File: src/sv/nem_pkg.sv
// Shared types, constants and codes of the nearest embedding match unit.
`default_nettype none

package nem_pkg;

  localparam int NUM_ENTRIES_DEF = 64;
  localparam int DIMS_DEF        = 512;

  localparam int ENTRY_W   = 6;
  localparam int DIM_IN_W  = 9;
  localparam int VALUE_W   = 16;
  localparam int DIST_W    = 42;
  localparam int COUNT_W   = 7;
  localparam int SQ_W      = 32;
  localparam int CFG_IDX_W = 1;

  localparam logic [DIST_W-1:0] DIST_MAX     = '1;
  localparam logic [DIST_W-1:0] THRESH_RESET = DIST_W'(1) << 30;

  localparam logic OP_LOAD  = 1'b0;
  localparam logic OP_QUERY = 1'b1;

  typedef enum logic [CFG_IDX_W-1:0] {
    REG_THRESHOLD_SQ = 1'b0,
    REG_ENTRY_COUNT  = 1'b1
  } nem_reg_t;

  typedef enum logic [1:0] {
    ST_IDLE,
    ST_RUN,
    ST_DRAIN,
    ST_DONE
  } nem_state_t;

  typedef struct packed {
    logic                      op;
    logic [ENTRY_W-1:0]        entry;
    logic [DIM_IN_W-1:0]       dim;
    logic signed [VALUE_W-1:0] value;
    logic                      last;
  } nem_in_t;

  typedef struct packed {
    logic               known;
    logic [ENTRY_W-1:0] winner;
    logic [DIST_W-1:0]  distance_sq;
  } nem_out_t;

  typedef struct packed {
    logic               valid;
    logic               first;
    logic               last;
    logic [ENTRY_W-1:0] entry;
  } nem_issue_t;

  typedef struct packed {
    logic               found;
    logic [ENTRY_W-1:0] winner;
    logic [DIST_W-1:0]  min_dist;
  } nem_best_t;

endpackage

`default_nettype wire

File: src/sv/nem_seq.sv
// Search sequencer: item intake, read address walk over entries and dims, result register.
`default_nettype none

module nem_seq #(
  parameter int NUM_ENTRIES = nem_pkg::NUM_ENTRIES_DEF,
  parameter int DIMS        = nem_pkg::DIMS_DEF,
  parameter int DIM_AW      = 9,
  parameter int REF_AW      = 15
) (
  input  wire logic                            clk,
  input  wire logic                            rst,
  input  wire logic                            in_valid,
  output logic                                 in_ready,
  input  wire nem_pkg::nem_in_t                in_item,
  input  wire logic [nem_pkg::DIST_W-1:0]      threshold_sq,
  input  wire logic [nem_pkg::COUNT_W-1:0]     entry_count,
  output nem_pkg::nem_issue_t                  issue,
  output logic [DIM_AW-1:0]                    rd_q_addr,
  output logic [REF_AW-1:0]                    rd_r_addr,
  output logic                                 clear,
  input  wire nem_pkg::nem_best_t              best,
  input  wire logic                            dist_idle,
  output logic                                 out_valid,
  input  wire logic                            out_ready,
  output nem_pkg::nem_out_t                    out_data
);
  import nem_pkg::*;

  localparam int ENT_W = $clog2(NUM_ENTRIES + 1);

  nem_state_t        state;
  nem_state_t        state_next;
  logic [DIM_AW-1:0] d;
  logic [ENT_W-1:0]  j;
  logic [REF_AW-1:0] addr;
  logic [ENT_W-1:0]  active;
  logic              start;
  logic              dim_end;
  logic              ent_end;
  logic              load_out;
  logic              issue_valid;

  assign active  = (32'(entry_count) > 32'(NUM_ENTRIES)) ? ENT_W'(NUM_ENTRIES)
                                                         : ENT_W'(entry_count);
  assign start   = in_valid && in_ready && (in_item.op == OP_QUERY) && in_item.last;
  assign dim_end = 32'(d) == 32'(DIMS - 1);
  assign ent_end = 32'(j) + 32'd1 == 32'(active);

  always_ff @(posedge clk) begin
    if (rst) begin
      state <= ST_IDLE;
    end else begin
      state <= state_next;
    end
  end

  always_comb begin
    state_next = state;
    unique case (state)
      ST_IDLE: begin
        if (start) begin
          state_next = (active == '0) ? ST_DONE : ST_RUN;
        end
      end
      ST_RUN: begin
        if (dim_end && ent_end) begin
          state_next = ST_DRAIN;
        end
      end
      ST_DRAIN: begin
        if (dist_idle) begin
          state_next = ST_DONE;
        end
      end
      ST_DONE: begin
        if (!out_valid || out_ready) begin
          state_next = ST_IDLE;
        end
      end
    endcase
  end

  always_comb begin
    in_ready    = 1'b0;
    issue_valid = 1'b0;
    load_out    = 1'b0;
    unique case (state)
      ST_IDLE:  in_ready = 1'b1;
      ST_RUN:   issue_valid = 1'b1;
      ST_DRAIN: ;
      ST_DONE:  load_out = !out_valid || out_ready;
    endcase
  end

  assign issue       = '{valid: issue_valid, first: (d == '0), last: dim_end,
                         entry: ENTRY_W'(j)};
  assign clear       = start;
  assign rd_q_addr   = d;
  assign rd_r_addr   = addr;

  always_ff @(posedge clk) begin
    if (rst || start) begin
      d    <= '0;
      j    <= '0;
      addr <= '0;
    end else if (state == ST_RUN) begin
      if (dim_end) begin
        d <= '0;
        j <= j + ENT_W'(1);
      end else begin
        d <= d + DIM_AW'(1);
      end
      addr <= addr + REF_AW'(1);
    end
  end

  always_ff @(posedge clk) begin
    if (rst) begin
      out_valid <= 1'b0;
    end else if (load_out) begin
      out_valid <= 1'b1;
    end else if (out_ready) begin
      out_valid <= 1'b0;
    end
  end

  always_ff @(posedge clk) begin
    if (load_out) begin
      out_data.known       <= best.found && (best.min_dist < threshold_sq);
      out_data.winner      <= best.winner;
      out_data.distance_sq <= best.min_dist;
    end
  end

  a_done_after_drain: assert property (@(posedge clk) disable iff (rst)
    (state == ST_DONE) |-> dist_idle)
    else $error("Result taken while distance pipeline still holds elements.");

  a_walk_in_range: assert property (@(posedge clk) disable iff (rst)
    (state == ST_RUN) |-> (32'(j) < 32'(active)))
    else $error("Entry walk ran past the active entry count.");

endmodule

`default_nettype wire

File: config.mk
export PLATFORM = sky130hd
export DESIGN_NAME = nem_seq
export DESIGN_NICKNAME = d
export VERILOG_FILES = /design/src/sv/nem_pkg.sv /design/src/sv/nem_seq.sv
export SDC_FILE = /design/constraint.sdc
export NUM_CORES = 1
export LEC_CHECK = 0
export ABC_AREA = 0
export BUFFER_PORTS_ARGS = -buffer_cell sky130_fd_sc_hd__buf_2
export CAP_MARGIN = 40
export CORE_MARGIN = 4
export CORE_UTILIZATION = 42
export DETAILED_ROUTE_END_ITERATION = 10
export PLACE_DENSITY = 0.77
export SYNTH_ARGS = -nofsm -noshare
export SYNTH_HDL_FRONTEND = slang
export SYNTH_SLANG_ARGS = --single-unit
File: constraint.sdc
create_clock -name clk -period 3.2 [get_ports clk]
set_clock_uncertainty 0.15 [all_clocks]
set_input_delay 0.16 -clock clk [delete_from_list [all_inputs] [get_ports clk]]
set_output_delay 0.16 -clock clk [all_outputs]
set_load 0.05 [all_outputs]
# After elaboration in Yosys (flattened, before gate mapping)
# Index checks and enable logic that the tools add are counted.
# totals
reg_bits,83
in_bits,136
out_inout_bits,85
elab_cells,50
# op_classes
n_addsub,4
magnitude_cmp,2
eq_ne,9
mux,13
reduce_logical,14
# op_table
cell,count
$lt 42x42->1,1
$add 15x1->15 const B,1
$mux 2,5
$add 9x1->9 const B,1
$eq 9x9->1 const B,1
$logic_not 9->1,1
$mux 9,1
$add 7x1->8 const B,1
$eq 8x7->1,1
$ne 2x2->1 const B,4
$pmux 2 s4,1
$add 7x1->7 const B,1
$gt 7x7->1 const B,1
$logic_not 7->1,1
$mux 7,1
$logic_and 1x1->1,5
$mux 1,5
$eq 2x2->1 const B,2
$reduce_and 4->1,1
$eq 2x1->1 const B,1
$logic_not 2->1,1
$logic_or 1x1->1,2
$reduce_and 2->1,1
$reduce_bool 2->1,1
$logic_not 1->1,1

# Depth between registers and ports, before layout
# logic_depth
word_depth,7
mapped_depth,9
depth_no_buf,9

# Worst setup path after synthesis
# OpenSTA, ideal clock, no wires.
# synth_path
path_kind,flip-flop to flip-flop
from,reg out_valid
to,"reg out_data[0] (netlist bit), enable pin"
setup_ps,462
arrival_ps,2964
t_required_ps,2588
setup_slack_ps,-375
path_stages_with_launch,3
path_buffers,0
synth_period_minus_slack_ps,3575
path_cell_list,dfxtp_1 > and2b_2 > nor2b_1
# synth_between
elab_chain_len,3
# synth_lines
element,line_no,rtl
start: declaration,nem_seq.sv:23,"output logic out_valid,"
start signal: assignment,nem_seq.sv:119,out_valid <= 1'b0;
start signal: assignment,nem_seq.sv:121,out_valid <= 1'b1;
start signal: assignment,nem_seq.sv:123,out_valid <= 1'b0;
$logic_not 1->1,nem_seq.sv:91,ST_DONE: load_out = !out_valid || out_ready;
$logic_or 1x1->1,nem_seq.sv:91,
$mux 1,nem_seq.sv:87,unique case (state)
net load_out,nem_seq.sv:40,logic load_out;
end: declaration,nem_seq.sv:25,output nem_pkg::nem_out_t out_data
# The timed path passes the listed nets, and every way through them passes these cells.
# A chain may end at the register's enable or synchronous reset.

# Worst setup path in the final report
# layout_path
from,reg j[0]
to,reg state[0]
# layout_between
elab_chain_len,5
# layout_lines
element,line_no,rtl
start: declaration,nem_seq.sv:34,logic [ENT_W-1:0] j;
start signal: assignment,nem_seq.sv:109,j <= j + ENT_W'(1);
$add 7x1->8,nem_seq.sv:47,assign ent_end = 32'(j) + 32'd1 == 32'(active);
$eq 8x7->1,nem_seq.sv:47,
$logic_and 1x1->1,nem_seq.sv:66,if (dim_end && ent_end) begin
$ne 2x2->1 (no source line),-,
$reduce_and 4->1 (no source line),-,
end signal: assignment,nem_seq.sv:53,state <= state_next;
end: declaration,nem_seq.sv:31,nem_state_t state;
# Every way passes these cells.

==> impl_metrics.json <==
{
  "antenna_found_initial": 0,
  "post-route-period-util_pct": 85.4,
  "antennaDiodeCount": 0,
  "synthCells": 417,
  "power.clock.fraction_pct": 27.2,
  "ys_seq_area_share_pct": 49.0,
  "setup_viol": 0,
  "synthTopCellsByArea": "edfxtp_1 (33%), dfxtp_1 (15%), ha_1 (14%), xor2_1 (5.0%), inv_1 (4.1%)",
  "post-dp-hpwl_mm": 8.74,
  "total_power_mw": 2.90,
  "fmax_mhz": 366,
  "outcome": "finished clean",
  "synth-compound-area-share_pct": 9.08,
  "synth_fa_ha_area_share_pct": 14.2,
  "tightest_slew_ps": 790,
  "cp_num_buf_inv": 0,
  "drc_errors": 0,
  "syn_avg_cell_area_um2": 10.5,
  "drt_iter0_drc": 217,
  "vdd_ir_drop_max_mv": 0.340,
  "clock-root-buffer": "clkbuf_8",
  "async_flop_share_pct": 0,
  "grt_pass1_vias": 4107,
  "firstDrtPassIters": 4,
  "wl_met3_mm": 1.26,
  "die-area_um2": 12200,
  "die_h_um": 110,
  "p_seq_share_pct": 43.0,
  "grt_max_degree": 27,
  "num_vias": 3975,
  "muxShareOfSynthArea_pct": 0.683,
  "synth_top_area_share_pct": 33.5,
  "portBuffers": 189,
  "synth_top_family_by_area": "adder cells",
  "highest_layer": "met4",
  "mostFrequentLayoutCell": "buf_2",
  "ys_ff_latch": 83,
  "routed_wl_mm": 12.5,
  "num_rows": 37,
  "cts_tree": "done",
  "cp.required_ps": 3290,
  "grt.total_usage_pct": 20.9,
  "crit_slowest_cell": "or4b_1",
  "die_w_um": 110,
  "finalHoldViolations": 0,
  "yosys.area_share.simple_pct": 14.0,
  "p_int_mw": 1.92,
  "final_nets": 839,
  "crit_path_end_kind": "flop",
  "vias_per_cell": 5.01,
  "grt-ovfl-total": 0,
  "place.gp.congestion": 0.819,
  "fill_cells": 837,
  "mostFrequentLayoutCells": "buf_2 (189), ha_1 (50), dlygate4sd3_1 (49), edfxtp_1 (49), inv_1 (48)",
  "synth-main-ff-cell": "edfxtp_1",
  "worstSkewPairLatency_ps": 350,
  "power_density_nw_per_um2": 473,
  "clockBufferDepth": 2,
  "worst-path-max-fanout": 7,
  "rsz0062_at_grt": "false",
  "htreeDepth": 3,
  "critPathArrivalTime_ps": 2820,
  "yosys.area.top_type": "edfxtp_1",
  "hold_class": "in -> reg",
  "tns_ps": 0,
  "leakagePower_nw": 2.92,
  "slew_headroom_pct": 47.2,
  "ys_types": 46,
  "period_needed_ps": 2730,
  "numCtsBuffers": 9,
  "met1Wirelength_mm": 4.73,
  "initial_core_util_pct": 42.8,
  "io_pins": 221,
  "cts_sinks": 83,
  "synth_edf_count": 49,
  "grt_pass1_wl_mm": 19.6,
  "worst_setup_path_start_kind": "flop",
  "yosysWarnings": 0,
  "slew_viol_final": 0,
  "post_drt_wl_per_cell_um": 15.8,
  "pwr-share-comb_pct": 29.8,
  "clk_pin_slew_ps": 80,
  "fp.coreArea_um2": 10300,
  "netlist_area_um2": 4390,
  "slowest_delay_ps": 460,
  "dr_wl_met2_mm": 6.18,
  "place_inst": 729,
  "power_switching_mw": 0.984,
  "layout-drive-gt1-share_pct": 32.7,
  "ant_nets": 0,
  "cp_top_family": "simple AND/OR/NAND/NOR gates",
  "switching_share_pct": 33.9,
  "area_delta_synth_final_pct": 39.5,
  "whs_ps": 160,
  "criticalPathCategory": "reg -> reg",
  "synth_fp_nets": 603,
  "cap_violations": 0,
  "cp_cell_sequence": "ha_1 > xor2_1 > or4b_1 > o311a_1 > nor4_2 > a31oi_1 > or3_1 > o211a_1",
  "fin_cells": 794,
  "synthXorXnorAreaFrac_pct": 6.38
}
[power groups by stage]
stage / sequential, mW / clock, mW / combinational [mW]
floorplan: 1.44 / 0 / 0.419
global placement: 1.27 / 0 / 0.780
detailed placement: 1.27 / 0 / 0.807
CTS: 1.25 / 0.814 / 0.855
global route: 1.26 / 0.865 / 0.932
finish: 1.25 / 0.788 / 0.866
[kinds of logic after synthesis]
kind of cell / count (synthesis)
fa+ha+maj: 50
compound gates: 62
buf+inv: 63
simple gates: 124
mux: 3
xor+xnor: 32
flops: 83
[flip-flops by register name, summed over array words and instances (netlist names)]
signal,count
out_valid,1
state,2
j,7
rd_q_addr,9
out_data,49
rd_r_addr,15
[synth_stat cells (5+ instances only)]
library cell,number
a21oi_1,19
a31oi_1,5
and3_1,8
buf_4,8
dfxtp_1,34
edfxtp_1,49
ha_1,50
inv_1,48
nand2_1,24
nand3_1,16
nand4_1,11
nor2_1,38
nor2b_1,5
nor3_1,6
o21ai_0,15
xnor2_1,7
xor2_1,25
[per-stage QoR]
stage,worst slack (ps),utilization (%),area (um2)
finish,469,59.7,6130
global route,299,59.7,6130
CTS,473,59.7,6130
detailed placement,502,52.9,5440
global placement,583,52.9,5440
floorplan,572,-,4400
[what timing repair did]
| item | in CTS | in global routing |
|---|---|---|
| resized for setup | 0 | 0 |
| endpoints found under the setup margin | 0 | 0 |
| hold buffers | 49 | 0 |
| buffers inserted | 0 | 0 |
| hold endpoints to repair | 51 | 0 |
[worst register-to-register path: stages, from the launching register on]
cell and delay [ps]:
dfxtp_1 450, ha_1 310, xor2_1 170, or4b_1 460, o311a_1 150, nor4_2 270, a31oi_1 180, or3_1 350
o211a_1 140
[final timing paths]
kind,from,endpoint,slack [ps],cells after the start
setup / recovery,j[0]$_SDFFE_PP0P_,state[0]$_SDFFE_PP0P_,470,8
hold / removal,out_ready,out_valid$_SDFFE_PP0P_,160,4
setup reg to reg,j[0]$_SDFFE_PP0P_,state[0]$_SDFFE_PP0P_,470,8
hold reg to reg,j[1]$_SDFFE_PP0P_,j[1]$_SDFFE_PP0P_,370,2
[cell type report]
type	count	area, um2	area share (%)
Timing Repair Buffer	240	1460	23.9
Inverter	48	180	2.94
Tap cell	136	170	2.78
Clock inverter	4	48.8	0.796
Clock buffer	12	156	2.55
Sequential cell	83	2150	35.1
Multi-Input combinational cell	271	1960	32.0
[routing by layer]
metal	global-route usage (%)	vias up
li1	-	1930
met1	22.7	1833
met2	36.9	182
met3	6.87	30
met4	9.50	0
met5	0	-
Power figures use the tool's default switching activity.
