**config.mk**
```make
export PLATFORM = sky130hd
export DESIGN_NAME = nem_dist
export DESIGN_NICKNAME = d
export VERILOG_FILES = /design/src/sv/nem_pkg.sv /design/src/sv/nem_dist.sv
export SDC_FILE = /design/constraint.sdc
export NUM_CORES = 1
export LEC_CHECK = 0
export BUFFER_PORTS_ARGS = -buffer_cell sky130_fd_sc_hd__buf_2
export CAP_MARGIN = 10
export CORE_MARGIN = 1.5
export CORE_UTILIZATION = 65
export DETAILED_ROUTE_END_ITERATION = 10
export PLACE_DENSITY = 0.84
export SYNTH_ARGS = -nofsm -noshare
export SYNTH_HDL_FRONTEND = slang
export SYNTH_SLANG_ARGS = --single-unit
export TNS_END_PERCENT = 5
```
**constraint.sdc**
```tcl
create_clock -name clk -period 14.5 [get_ports clk]
set_clock_uncertainty 0.05 [all_clocks]
set_input_delay 3.625 -clock clk [delete_from_list [all_inputs] [get_ports clk]]
set_output_delay 3.625 -clock clk [all_outputs]
set_load 0.02 [all_outputs]
```
**src/sv/nem_pkg.sv**
```systemverilog
// Shared types, constants and codes of the nearest embedding match unit.
`default_nettype none

package nem_pkg;

  localparam int NUM_ENTRIES_DEF = 64;
  localparam int DIMS_DEF        = 512;

  localparam int ENTRY_W   = 6;
  localparam int DIM_IN_W  = 9;
  localparam int VALUE_W   = 16;
  localparam int DIST_W    = 42;
  localparam int COUNT_W   = 7;
  localparam int SQ_W      = 32;
  localparam int CFG_IDX_W = 1;

  localparam logic [DIST_W-1:0] DIST_MAX     = '1;
  localparam logic [DIST_W-1:0] THRESH_RESET = DIST_W'(1) << 30;

  localparam logic OP_LOAD  = 1'b0;
  localparam logic OP_QUERY = 1'b1;

  typedef enum logic [CFG_IDX_W-1:0] {
    REG_THRESHOLD_SQ = 1'b0,
    REG_ENTRY_COUNT  = 1'b1
  } nem_reg_t;

  typedef enum logic [1:0] {
    ST_IDLE,
    ST_RUN,
    ST_DRAIN,
    ST_DONE
  } nem_state_t;

  typedef struct packed {
    logic                      op;
    logic [ENTRY_W-1:0]        entry;
    logic [DIM_IN_W-1:0]       dim;
    logic signed [VALUE_W-1:0] value;
    logic                      last;
  } nem_in_t;

  typedef struct packed {
    logic               known;
    logic [ENTRY_W-1:0] winner;
    logic [DIST_W-1:0]  distance_sq;
  } nem_out_t;

  typedef struct packed {
    logic               valid;
    logic               first;
    logic               last;
    logic [ENTRY_W-1:0] entry;
  } nem_issue_t;

  typedef struct packed {
    logic               found;
    logic [ENTRY_W-1:0] winner;
    logic [DIST_W-1:0]  min_dist;
  } nem_best_t;

endpackage

`default_nettype wire

```
**src/sv/nem_dist.sv**
```systemverilog
// Distance pipeline: difference, square, per-entry accumulation and running minimum.
`default_nettype none

module nem_dist #(
  parameter int DIM_AW = 9
) (
  input  wire logic                                clk,
  input  wire logic                                rst,
  input  wire logic                                clear,
  input  wire nem_pkg::nem_issue_t                 issue,
  input  wire logic signed [nem_pkg::VALUE_W-1:0]  q_data,
  input  wire logic signed [nem_pkg::VALUE_W-1:0]  r_data,
  output nem_pkg::nem_best_t                       best,
  output logic                                     idle
);
  import nem_pkg::*;

  localparam int ACC_W = (SQ_W + DIM_AW > DIST_W) ? SQ_W + DIM_AW : DIST_W;

  nem_issue_t                  s1;
  nem_issue_t                  s2;
  nem_issue_t                  s3;
  nem_issue_t                  s4;
  logic signed [VALUE_W:0]     diff;
  logic signed [2*VALUE_W+1:0] prod;
  logic [SQ_W-1:0]             sq;
  logic [ACC_W-1:0]            acc;
  logic [DIST_W-1:0]           dist_sat;

  always_ff @(posedge clk) begin
    if (rst) begin
      s1 <= '0;
      s2 <= '0;
      s3 <= '0;
      s4 <= '0;
    end else begin
      s1 <= issue;
      s2 <= s1;
      s3 <= s2;
      s4 <= s3;
    end
  end

  assign prod = diff * diff;

  always_ff @(posedge clk) begin
    diff <= {q_data[VALUE_W-1], q_data} - {r_data[VALUE_W-1], r_data};
    sq   <= prod[SQ_W-1:0];
    if (s3.valid) begin
      acc <= s3.first ? ACC_W'(sq) : acc + ACC_W'(sq);
    end
  end

  assign dist_sat = (acc > ACC_W'(DIST_MAX)) ? DIST_MAX : acc[DIST_W-1:0];

  always_ff @(posedge clk) begin
    if (rst || clear) begin
      best.found    <= 1'b0;
      best.winner   <= '0;
      best.min_dist <= DIST_MAX;
    end else if (s4.valid && s4.last && (!best.found || dist_sat < best.min_dist)) begin
      best.found    <= 1'b1;
      best.winner   <= s4.entry;
      best.min_dist <= dist_sat;
    end
  end

  assign idle = !(s1.valid || s2.valid || s3.valid || s4.valid);

  a_busy_after_issue: assert property (@(posedge clk) disable iff (rst)
    issue.valid |=> !idle)
    else $error("Pipeline reports idle right after an element read was issued.");

  a_found_after_entry: assert property (@(posedge clk) disable iff (rst)
    (s4.valid && s4.last && !clear) |=> best.found)
    else $error("No best entry recorded after a finished distance.");

endmodule

`default_nettype wire

```
# Word level (Yosys, flattened, before mapping)
# Cells that the tools add are included.
# W data, S select, Z words.
dict set report word_totals {
  input_bits 44
  word_cells 38
  regBits 175
}
dict set report classes {
  magnitude_cmp 2
  mul 1
  n_mux 2
  reduce_logical 9
  add_sub_neg 2
}
# cell n
set op_table {}
lappend op_table {{$add A42 B32 Y42} 1}
lappend op_table {{$gt A42 B42 Y1 const B} 1}
lappend op_table {{$lt A42 B42 Y1} 1}
lappend op_table {{$mux W42} 1}
lappend op_table {{$mul A17 B17 Y32} 1}
lappend op_table {{$mux W32} 1}
lappend op_table {{$sub A16 B16 Y17} 1}
lappend op_table {{$logic_or A1 B1 Y1} 5}
lappend op_table {{$logic_and A1 B1 Y1} 2}
lappend op_table {{$logic_not A1 Y1} 2}

# Logic depth before layout (Yosys ltp)
# Gate-level depths: netlist (run 1).
dict set report logic_depth {
  ltp_word 5
  depth_mapped 23
  depth_no_buf 22
}

# Worst setup path after synthesis (run 1)
# No wires, ideal clock.
dict set report synth_path {
  path_type {register to register}
  startpoint {register diff[2]}
  endpoint {register sq[27]}
  path_stages_with_launch 22
  path_slack_ps 8377
  t_arrival_ps 6001
  setup_ps 72
  t_required_ps 14378
  path_cell_list {dfxtp_1 clkbuf_1 clkbuf_1 nand2_1 fa_1 fa_1 fa_1 inv_1 fa_1 fa_1 inv_1 fa_1 inv_1 ha_1 a21o_1 a21oi_1 o31ai_1 a221o_2 a211o_1 a31o_1 a21oi_2 xnor2_1}
}
dict set report synth_via {
  elab_chain_len 1
}
# item line
set synth_rtl {}
lappend synth_rtl {{start, declared} nem_dist.sv:24} ;# logic signed [VALUE_W:0] diff;
lappend synth_rtl {{start signal, assigned} nem_dist.sv:47} ;# diff <= {q_data[VALUE_W-1], q_data} - {r_data[VALUE_W-1], r_data};
lappend synth_rtl {{$mul A17 B17 Y32} nem_dist.sv:44} ;# assign prod = diff * diff;
lappend synth_rtl {{via prod[27]} nem_dist.sv:25} ;# logic signed [2*VALUE_W+1:0] prod;
lappend synth_rtl {{end signal, assigned} nem_dist.sv:48} ;# sq <= prod[SQ_W-1:0];
lappend synth_rtl {{end, declared} nem_dist.sv:26} ;# logic [SQ_W-1:0] sq;
# The timed path passes the listed nets, and every way through them passes these cells.
# A chain may end at the register's enable or synchronous reset.

# Worst setup path in the final report (run 1)
dict set report layout_path {
  startpoint {register diff[3]}
  endpoint {register sq[29]}
}
# Same word-level chain as after synthesis.

==> impl_metrics.toml, run 1 <==
[run_status]
outcome = "finished clean"

[clock_tree]
root_buffer = "clkbuf_16"
cts_setup_buffers = 0
path_clk_slew_ns = 0.07
cts.path.max_buffers = 2
htreeDepth = 4
clk_latency_ns = 0.45
cts_hold_buf = 0
cts_tree = "done"
postCtsResizedCells = 0
numCtsBuffers = 17
cts.sinks = 174

[sta]
rsz0062_at_grt = "no"
tns_ns = 0
finalHoldViolCount = 0
layout_worst_path_cycle_share_pct = 46.48
final_max_slew_viol_count = 0
whs_ns = 0.3794
max_freq_ghz = 0.1484
maxSlewHeadroom_pct = 27.63
fin_crit_ns = 6.739
finalSetupViolCount = 0
worstMarginPinSlew_ns = 1.086

[global_route]
antenna_found_initial = 0
grt_pass1_vias = 14020
grt_util_all_layers_pct = 27.83
grt.overflow.total = 0
grt_pass1_wl_mm = 64.99
grt_max_degree = 78

[finish]
fin_area_sq_um = 19760
final_nets = 2527
areaGrowthSynthToFinish_pct = 6.536
num_antenna_cells = 0
final_layout_size_suffix_gt1_share_pct = 7.756
num-fill-cells = 2091

[worst_hold_path]
hp-class = "reg -> reg"

[setup_path]
crit_path_frequent_cell = "fa_1"
endpoint_kind = "flop"
cpMaxStageDelayCell = "dfxtp_1"
cp_num_buf_inv = 5
arrival_ns = 7.01
crit_required_ns = 14.77
cp_cell_sequence = "inv_1 > nor2_1 > inv_1 > fa_1 > inv_1 > fa_1 > fa_1 > fa_1 > fa_1 > inv_1 > fa_1 > inv_1 > ha_1 > a21o_1 > a21oi_1 > nor2b_1 > o22a_1 > a211o_1 > nand3_1 > nand2_1 > a211o_1"
cp_slowest_stage_delay_ns = 0.79
worstSetupPathType = "reg -> reg"
cp-start-kind = "flop"
cp_top_family = "adder cells"
rrSetupSlack_ns = 7.76
cp_max_fo = 16

[die]
initial_core_util_pct = 66.41
fp.dieW_um = 171.9
ioPinCount = 94
die_y_um = 171.9
die_area_sq_um = 29560
core_sq_um = 27930
rows = 61

[synthesis]
avgSynthCellArea_sq_um = 9.121
ys_seq_area_share_pct = 21.04
synthesis.area_sq_um = 18550
synthArstFlopShare_pct = 0
synth_cell_type_count = 65
synth_top_flop_cell = "dfxtp_1"
ys.warnings.count = 0
ys_top_cells_by_area = "fa_1 (28%), dfxtp_1 (14%), ha_1 (12%)"
syn_nets = 2511
synth-edff-count = 42
synth_cells = 2034
synth_area_leader_cell = "fa_1"
synth.top_cell.area_share_pct = 27.73
ys_seq_elements = 174

[placed_design]
post-dp-hpwl_mm = 29.98
place_area_sq_um = 19140
portBuffers = 93
gp_congestion = 0.9265

[routing]
routed_via_density = 5.592
routed_wl_mm = 39.04
vias = 13650
drt_pass1_iterations = 6
postRouteAntennaNets = 0
drtIter0Drc = 886
wl_per_cell_um = 15.99
drc = 0

[job]
cap_violations = 0
==> cell usage after synthesis, drive strengths merged, types with 2 or more instances <==
library cell and instances:
inv 422, fa 257, ha 176, nand2 158
dfxtp 132, clkbuf 95, a21oi 78, o21ai 71
nor2 65, and2 63, nor2b 58, nand3 56
xnor2 54, o211ai 48, edfxtp 42, a21o 35
xor2 28, nor3 22, nand4 19, a211oi 16
o21a 14, and3 12, nand2b 9, o31ai 9
or2 9, a31o 8, o21bai 8, or3 8
a31oi 6, buf 6, a211o 5, nor4 5
or4 5, nor3b 4, a311oi 3, mux2 3
a21boi 2, a221o 2, and4 2, nand4bb 2
o22ai 2
==> layout make-up <==
type	instances	area [sq um]	area share, %
clock inverters	14	171.4	0.8673
well taps	378	473.0	2.393
multi-input cells	1337	12680	64.18
repair buffers	98	515.5	2.608
flip-flops and latches	174	3906	19.76
inverters	422	1584	8.015
clock buffers	18	429.2	2.171
==> placed cells by master (no fill, tap or decap), drive strengths merged, types with 12 or more instances in the layout <==
master and n:
a21oi 78, and2 63, o21a 14, nor3 22, a21o 35, dfxtp 132
o21ai 71, clkbuf 18, a211oi 16, fa 257, and3 12, buf 98
inv 430, xnor2 54, o211ai 48, edfxtp 42, xor2 28, nor2b 58
nand3 56, ha 176, nand4 19, nand2 158, nor2 65
==> sequential cells by signal (all words and copies together) (netlist names) <==
signal	cells
s2	9
s3	9
s1	9
acc	42
best	49
s4	8
diff	17
sq	31
==> path summary, 6_finish.rpt <==
| path | startpoint | endpoint | cells after the start |
|---|---|---|---|
| hold / removal | s1[6]$_SDFF_PP0_ | s2[6]$_SDFF_PP0_ | 1 |
| setup / recovery | diff[3]$_DFF_P_ | sq[29]$_DFF_P_ | 21 |
| setup reg to reg | diff[3]$_DFF_P_ | sq[29]$_DFF_P_ | 21 |
| hold reg to reg | s1[6]$_SDFF_PP0_ | s2[6]$_SDFF_PP0_ | 1 |
==> metrics by stage <==
step,cells,util [%],worst slack [ns]
after floorplan,2034,-,8.377
after CTS,2440,70.68,7.769
final,2441,70.75,7.761
after detailed placement,2408,68.53,7.900
after global routing,2441,70.75,7.389
after global placement,2408,68.53,8.044
==> cells by family (layout without fill, tap and decap cells) <==
kind of cell / count (synthesis) / in the layout / share of synthesized area, %
multiplexers: 3 / 3 / 0.1821
buffers and inverters: 523 / 552 / 10.62
AND/OR/NAND/NOR: 499 / 499 / 13.48
adder cells (fa/ha/maj): 433 / 433 / 39.60
XOR/XNOR: 82 / 82 / 3.871
flip-flops: 174 / 174 / 21.04
AO/OA/AOI/OAI: 320 / 320 / 11.20
==> routing by layer <==
layer / global-route usage, % / part of all wire (%) / routed length [um] / vias to the layer above
met3: 4.097 / 5.3 / 2083 / 88
met1: 35.00 / 43 / 16780 / 6579
li1: - / - / - / 6515
met5: 0 / 0 / 0 / -
met4: 8.922 / 2.3 / 915 / 0
met2: 49.33 / 49 / 19260 / 468
Power of run 1 is not shown: default switching activity piles up to over one toggle a cycle in this logic, so the estimate is an artifact.
==> inputs of run 2 (changes only) <==
Settings changed: CORE_UTILIZATION 65 to 58, PLACE_DENSITY 0.84 to 0.79.
Clock period 14.5 ns to 5.9 ns, I/O delays scaled along.
==> run 2 against run 1 <==
Worst hold slack better by 0.0066 ns. Flip-flop and latch count unchanged. Global-route usage shrank 3.0 points. Via count grew 3.2%. Register-to-register slack got worse by 7.7 ns. Cell count up 5.3%. Maximum frequency increased by 15%. First-iteration DRC count shrank 4.2%. Count of clock-buffer cells in the layout shrank 1. Final area up 7.2%. Routed wire length rose by 5.1%. Setup slack worse by 7.7 ns. Critical path type unchanged. Largest cell class unchanged.
==> impl_metrics.toml, run 2 (synthesis gave the netlist of run 1 again) <==
[placed_design]
place_area_sq_um = 19870
gp_congestion = 0.9183
post-dp-hpwl_mm = 31.56
portBuffers = 93
pre_cts_slack_ns = -0.2016

[clock_tree]
cts.path.max_buffers = 2
htreeDepth = 4
cts_hold_buf = 0
numCtsBuffers = 17
path_clk_slew_ns = 0.08
clk_latency_ns = 0.45
cts_tree = "done"
cts.sinks = 174
root_buffer = "clkbuf_16"

[finish]
largest_register_ffs = 49
final_cell_mix = "inv_1 (409), fa_1 (248), ha_1 (157)"
fin_area_sq_um = 21200
regMostFlops = "best"
areaGrowthSynthToFinish_pct = 14.25
num_antenna_cells = 0
layout_commonest_cell = "inv_1"
final_nets = 2633
final_layout_size_suffix_gt1_share_pct = 17.52
reg_top3 = "best: 49 flops, acc: 42 flops, sq: 31 flops"

[run_status]
outcome = "finished clean"

[global_route]
grt_pass1_vias = 14560
grt_pass1_wl_mm = 66.85
grt.overflow.total = 0
antenna_found_initial = 0
grt_util_all_layers_pct = 24.81
grt_max_degree = 78

[setup_path]
cp_cell_sequence = "buf_4 > buf_4 > and2_4 > fa_2 > inv_2 > fa_1 > fa_1 > fa_1 > fa_1 > fa_1 > inv_1 > ha_1 > or3_2 > o22a_1 > a211o_4 > nand3_4 > nand2_2 > a211o_1"
endpoint_kind = "flop"
cp-start-kind = "flop"
crit_required_ns = 6.18
cp_max_fo = 4
crit_path_frequent_cell = "fa_1"
arrival_ns = 6.13
cpMaxStageDelayCell = "fa_2"
reg2reg_from = "diff[3]$_DFF_P_"
cp_slowest_stage_delay_ns = 0.62
r2r-end = "sq[29]$_DFF_P_"
r2r_cells = 18
rrSetupSlack_ns = 0.04
worstSetupPathType = "reg -> reg"

[sta]
layout_worst_path_cycle_share_pct = 99.24
max_freq_ghz = 0.1708
finalHoldViolCount = 0
worstMarginPinSlew_ns = 1.174
layout_setup_ws_ns = 0.04489
tns_ns = 0
maxSlewHeadroom_pct = 21.53
rsz0062_at_grt = "yes"
final_max_slew_viol_count = 0
fin_crit_ns = 5.855
finalSetupViolCount = 0

[die]
die_area_sq_um = 33070
rows = 65
core_sq_um = 31560
initial_core_util_pct = 58.79
die_y_um = 181.8
fp.dieW_um = 181.8
ioPinCount = 94

[worst_hold_path]
hp-class = "reg -> reg"
hold_depth = 1
hold_path.startpoint = "s1[5]$_SDFF_PP0_"
hold_end = "s2[5]$_SDFF_PP0_"

[routing]
routed_via_density = 5.479
vias = 14090
drtIter0Drc = 849
routed_wl_mm = 41.03
drc = 0
drt_pass1_iterations = 5
wl_per_cell_um = 15.96
postRouteAntennaNets = 0

[job]
cap_violations = 0
-- run 2: changes by cell type in the layout (fill, tap and decap cells not counted), sizes merged --
cell,previous run,this run
clkinvlp,2,0
inv,430,428
clkinv,3,9
bufinv,1,0
clkbuf,18,17
buf,98,204
-- run 2: worst max-delay path: cells and delay by family, from the launching register on --
| family | cells | cell delay [ns] |
|---|---|---|
| flops | 1 | 0.36 |
| compound gates | 3 | 0.90 |
| buf+inv | 4 | 0.39 |
| fa+ha+maj | 7 | 3.29 |
| simple gates | 4 | 0.74 |
-- run 2: layout make-up --
class,instances,area [sq um]
sequential,174,3960
inverter,422,1589
clock buffer,17,425.4
tap,402,503.0
fill,2402,10360
clock inverter,15,209.0
timing repair buffer,204,1404
multi-input combinational,1337,13110
-- run 2: stage by stage --
step	hold WS (ns)	std cells	util (%)
2_1_floorplan	0.3638	2034	-
3_3_place_gp	0.3651	2524	62.96
3_5_place_dp	0.3718	2524	62.96
4_1_cts	0.3903	2561	65.50
5_1_grt	0.4035	2571	67.17
6_report	0.3860	2571	67.17
-- run 2: what timing repair did --
action                                 4_1_cts  5_1_grt
setup buffers                                5       12
gates resized for setup                     37      130
setup endpoints to repair                   10       11
endpoints found under the hold margin        0        0
pin swaps                                   11       84
-- run 2: worst max-delay path by stage --
| stage | to | slack [ns] | from | depth (start not counted) |
|---|---|---|---|---|
| CTS | sq[29]$_DFF_P_ | -0.006 | diff[11]$_DFF_P_ | 22 |
| detailed placement | sq[29]$_DFF_P_ | -0.20 | diff[4]$_DFF_P_ | 19 |
| global route | sq[29]$_DFF_P_ | -0.08 | diff[3]$_DFF_P_ | 18 |
| finish | sq[29]$_DFF_P_ | 0.04 | diff[3]$_DFF_P_ | 18 |
| global placement | sq[30]$_DFF_P_ | -0.04 | diff[7]$_DFF_P_ | 18 |
| floorplan | sq[27]$_DFF_P_ | 0.002 | diff[10]$_DFF_P_ | 21 |
-- run 2: routing by layer --
layer  track usage [%]  vias up  routed length, um
met1             31.80     6879              17690
met4             7.767        0               1047
met2             43.54      398              20400
met3             3.389       80               1884
met5                 0        -                  0
li1                  -     6730                  -
Power of run 2 is left out for the same reason.
==> inputs of run 3 (changes only) <==
Settings changed: CORE_UTILIZATION 58 to 50, PLACE_DENSITY 0.79 to 0.7, REMOVE_ABC_BUFFERS set to 1.
==> run 3 against run 2 <==
Routed wire length down 6.6%. Maximum frequency increased by 1.0%. Flip-flop and latch count unchanged. Via count shrank 3.3%. Final area down 0.54%. Global-route usage decreased by 4.1 points.
==> impl_metrics.toml, run 3 (synthesis gave the netlist of run 1 again) <==
[finish]
regMostFlops = "best"
seq_area_sq_um = 3965
layout_commonest_cell = "inv_1"
final_cell_mix = "inv_1 (410), fa_1 (249), ha_1 (163)"
fin_area_sq_um = 21080
final_layout_size_suffix_gt1_share_pct = 16.29
num_antenna_cells = 0
largest_register_ffs = 49
areaGrowthSynthToFinish_pct = 13.64
num-fill-cells = 3140
final_nets = 2625
multi_input_area_sq_um = 13020
layoutNonFillerInstCount = 2629
reg_top3 = "best: 49 flops, acc: 42 flops, sq: 31 flops"

[setup_path]
worstSetupPathType = "reg -> reg"
cp_num_buf_inv = 5
crit_required_ns = 6.22
crit_path_frequent_cell = "fa_1"
arrival_ns = 6.12
cpMaxStageDelayCell = "fa_2"
endpoint_kind = "flop"
cp_max_fo = 5
cp-start-kind = "flop"
reg2reg_from = "diff[3]$_DFF_P_"
cp_top_family = "adder cells"
crit_start = "diff[3]$_DFF_P_"
cp_slowest_stage_delay_ns = 0.58
rrSetupSlack_ns = 0.10
cp_cell_sequence = "and2_4 > buf_4 > fa_1 > inv_2 > fa_1 > fa_2 > inv_2 > fa_2 > fa_1 > inv_1 > fa_1 > inv_2 > ha_4 > a21o_1 > a21oi_2 > o31ai_2 > a221o_2 > a211o_1 > a31o_1 > a21oi_2 > xnor2_1"

[sta]
final_max_slew_viol_count = 0
worstMarginPinSlew_ns = 1.148
tns_ns = 0
layout_worst_path_cycle_share_pct = 98.24
fin_crit_ns = 5.796
finalSetupViolCount = 0
rsz0062_at_grt = "yes"
finalHoldViolCount = 0
layout_setup_ws_ns = 0.1039
max_freq_ghz = 0.1725
maxSlewHeadroom_pct = 23.45

[routing]
drt_pass1_iterations = 5
vias = 13620
routed_via_density = 5.180
drc = 0
routed_wl_mm = 38.33
drtIter0Drc = 592
postRouteAntennaNets = 0
wl_per_cell_um = 14.58

[clock_tree]
htreeDepth = 4
clk_latency_ns = 0.45
cts.path.max_buffers = 2
cts.sinks = 174
numCtsBuffers = 17
cts_tree = "done"
cts_hold_buf = 0
path_clk_slew_ns = 0.07
root_buffer = "clkbuf_16"

[global_route]
grt_pass1_wl_mm = 65.14
grt.overflow.total = 0
grt_max_degree = 78
use_met2_pct = 35.79
grt_pass1_vias = 13970
grt_util_met3_pct = 2.953
use_met1_pct = 27.56
grt_util_all_layers_pct = 20.74
grt-busiest-layer = "met2"
antenna_found_initial = 0

[die]
initial_core_util_pct = 50.67
ioPinCount = 94
rows = 70
fp.dieW_um = 195.6
core_sq_um = 36610
die_y_um = 195.6
die_area_sq_um = 38270

[placed_design]
gp_congestion = 0.8924
pre_cts_slack_ns = -0.1950
post-dp-hpwl_mm = 30.74
portBuffers = 93
dp.cells = 2586
place_area_sq_um = 19950

[job]
cap_violations = 0

[run_status]
outcome = "finished clean"

[worst_hold_path]
hp-class = "reg -> reg"
hold_path.startpoint = "s3[2]$_SDFF_PP0_"
-- run 3: repair_timing --
item	CTS	global route
pin swaps	0	60
gates resized for setup	22	113
buffers inserted	0	10
hold endpoints to repair	0	0
cloned	0	0
setup endpoints to repair	7	10
-- run 3: stage by stage --
| step | utilization (%) | hold WS [ns] |
|---|---|---|
| after floorplan | - | 0.3638 |
| after global placement | 54.50 | 0.3651 |
| after detailed placement | 54.50 | 0.3756 |
| after CTS | 56.20 | 0.3871 |
| after global routing | 57.58 | 0.3981 |
| final | 57.58 | 0.3827 |
-- run 3: layout make-up --
type                            instances  share of cell area (%)
Clock inverter                         15                  0.7359
Timing Repair Buffer                  196                   6.380
Clock buffer                           17                   2.018
Multi-Input combinational cell       1337                   61.77
Tap cell                              468                   2.778
Inverter                              422                   7.514
Sequential cell                       174                   18.81
-- run 3: metal layers --
| metal | up-vias | wire length, um |
|---|---|---|
| met5 | - | 0 |
| met4 | 0 | 577 |
| met3 | 44 | 1222 |
| met2 | 253 | 18570 |
| li1 | 6714 | - |
| met1 | 6608 | 17960 |
-- run 3: path summary, 6_finish.rpt --
path	end	cells after the start
hold / removal	s4[2]$_SDFF_PP0_	1
setup / recovery	sq[27]$_DFF_P_	21
setup reg to reg	sq[27]$_DFF_P_	21
hold reg to reg	s4[2]$_SDFF_PP0_	1
Power of run 3 is left out for the same reason.
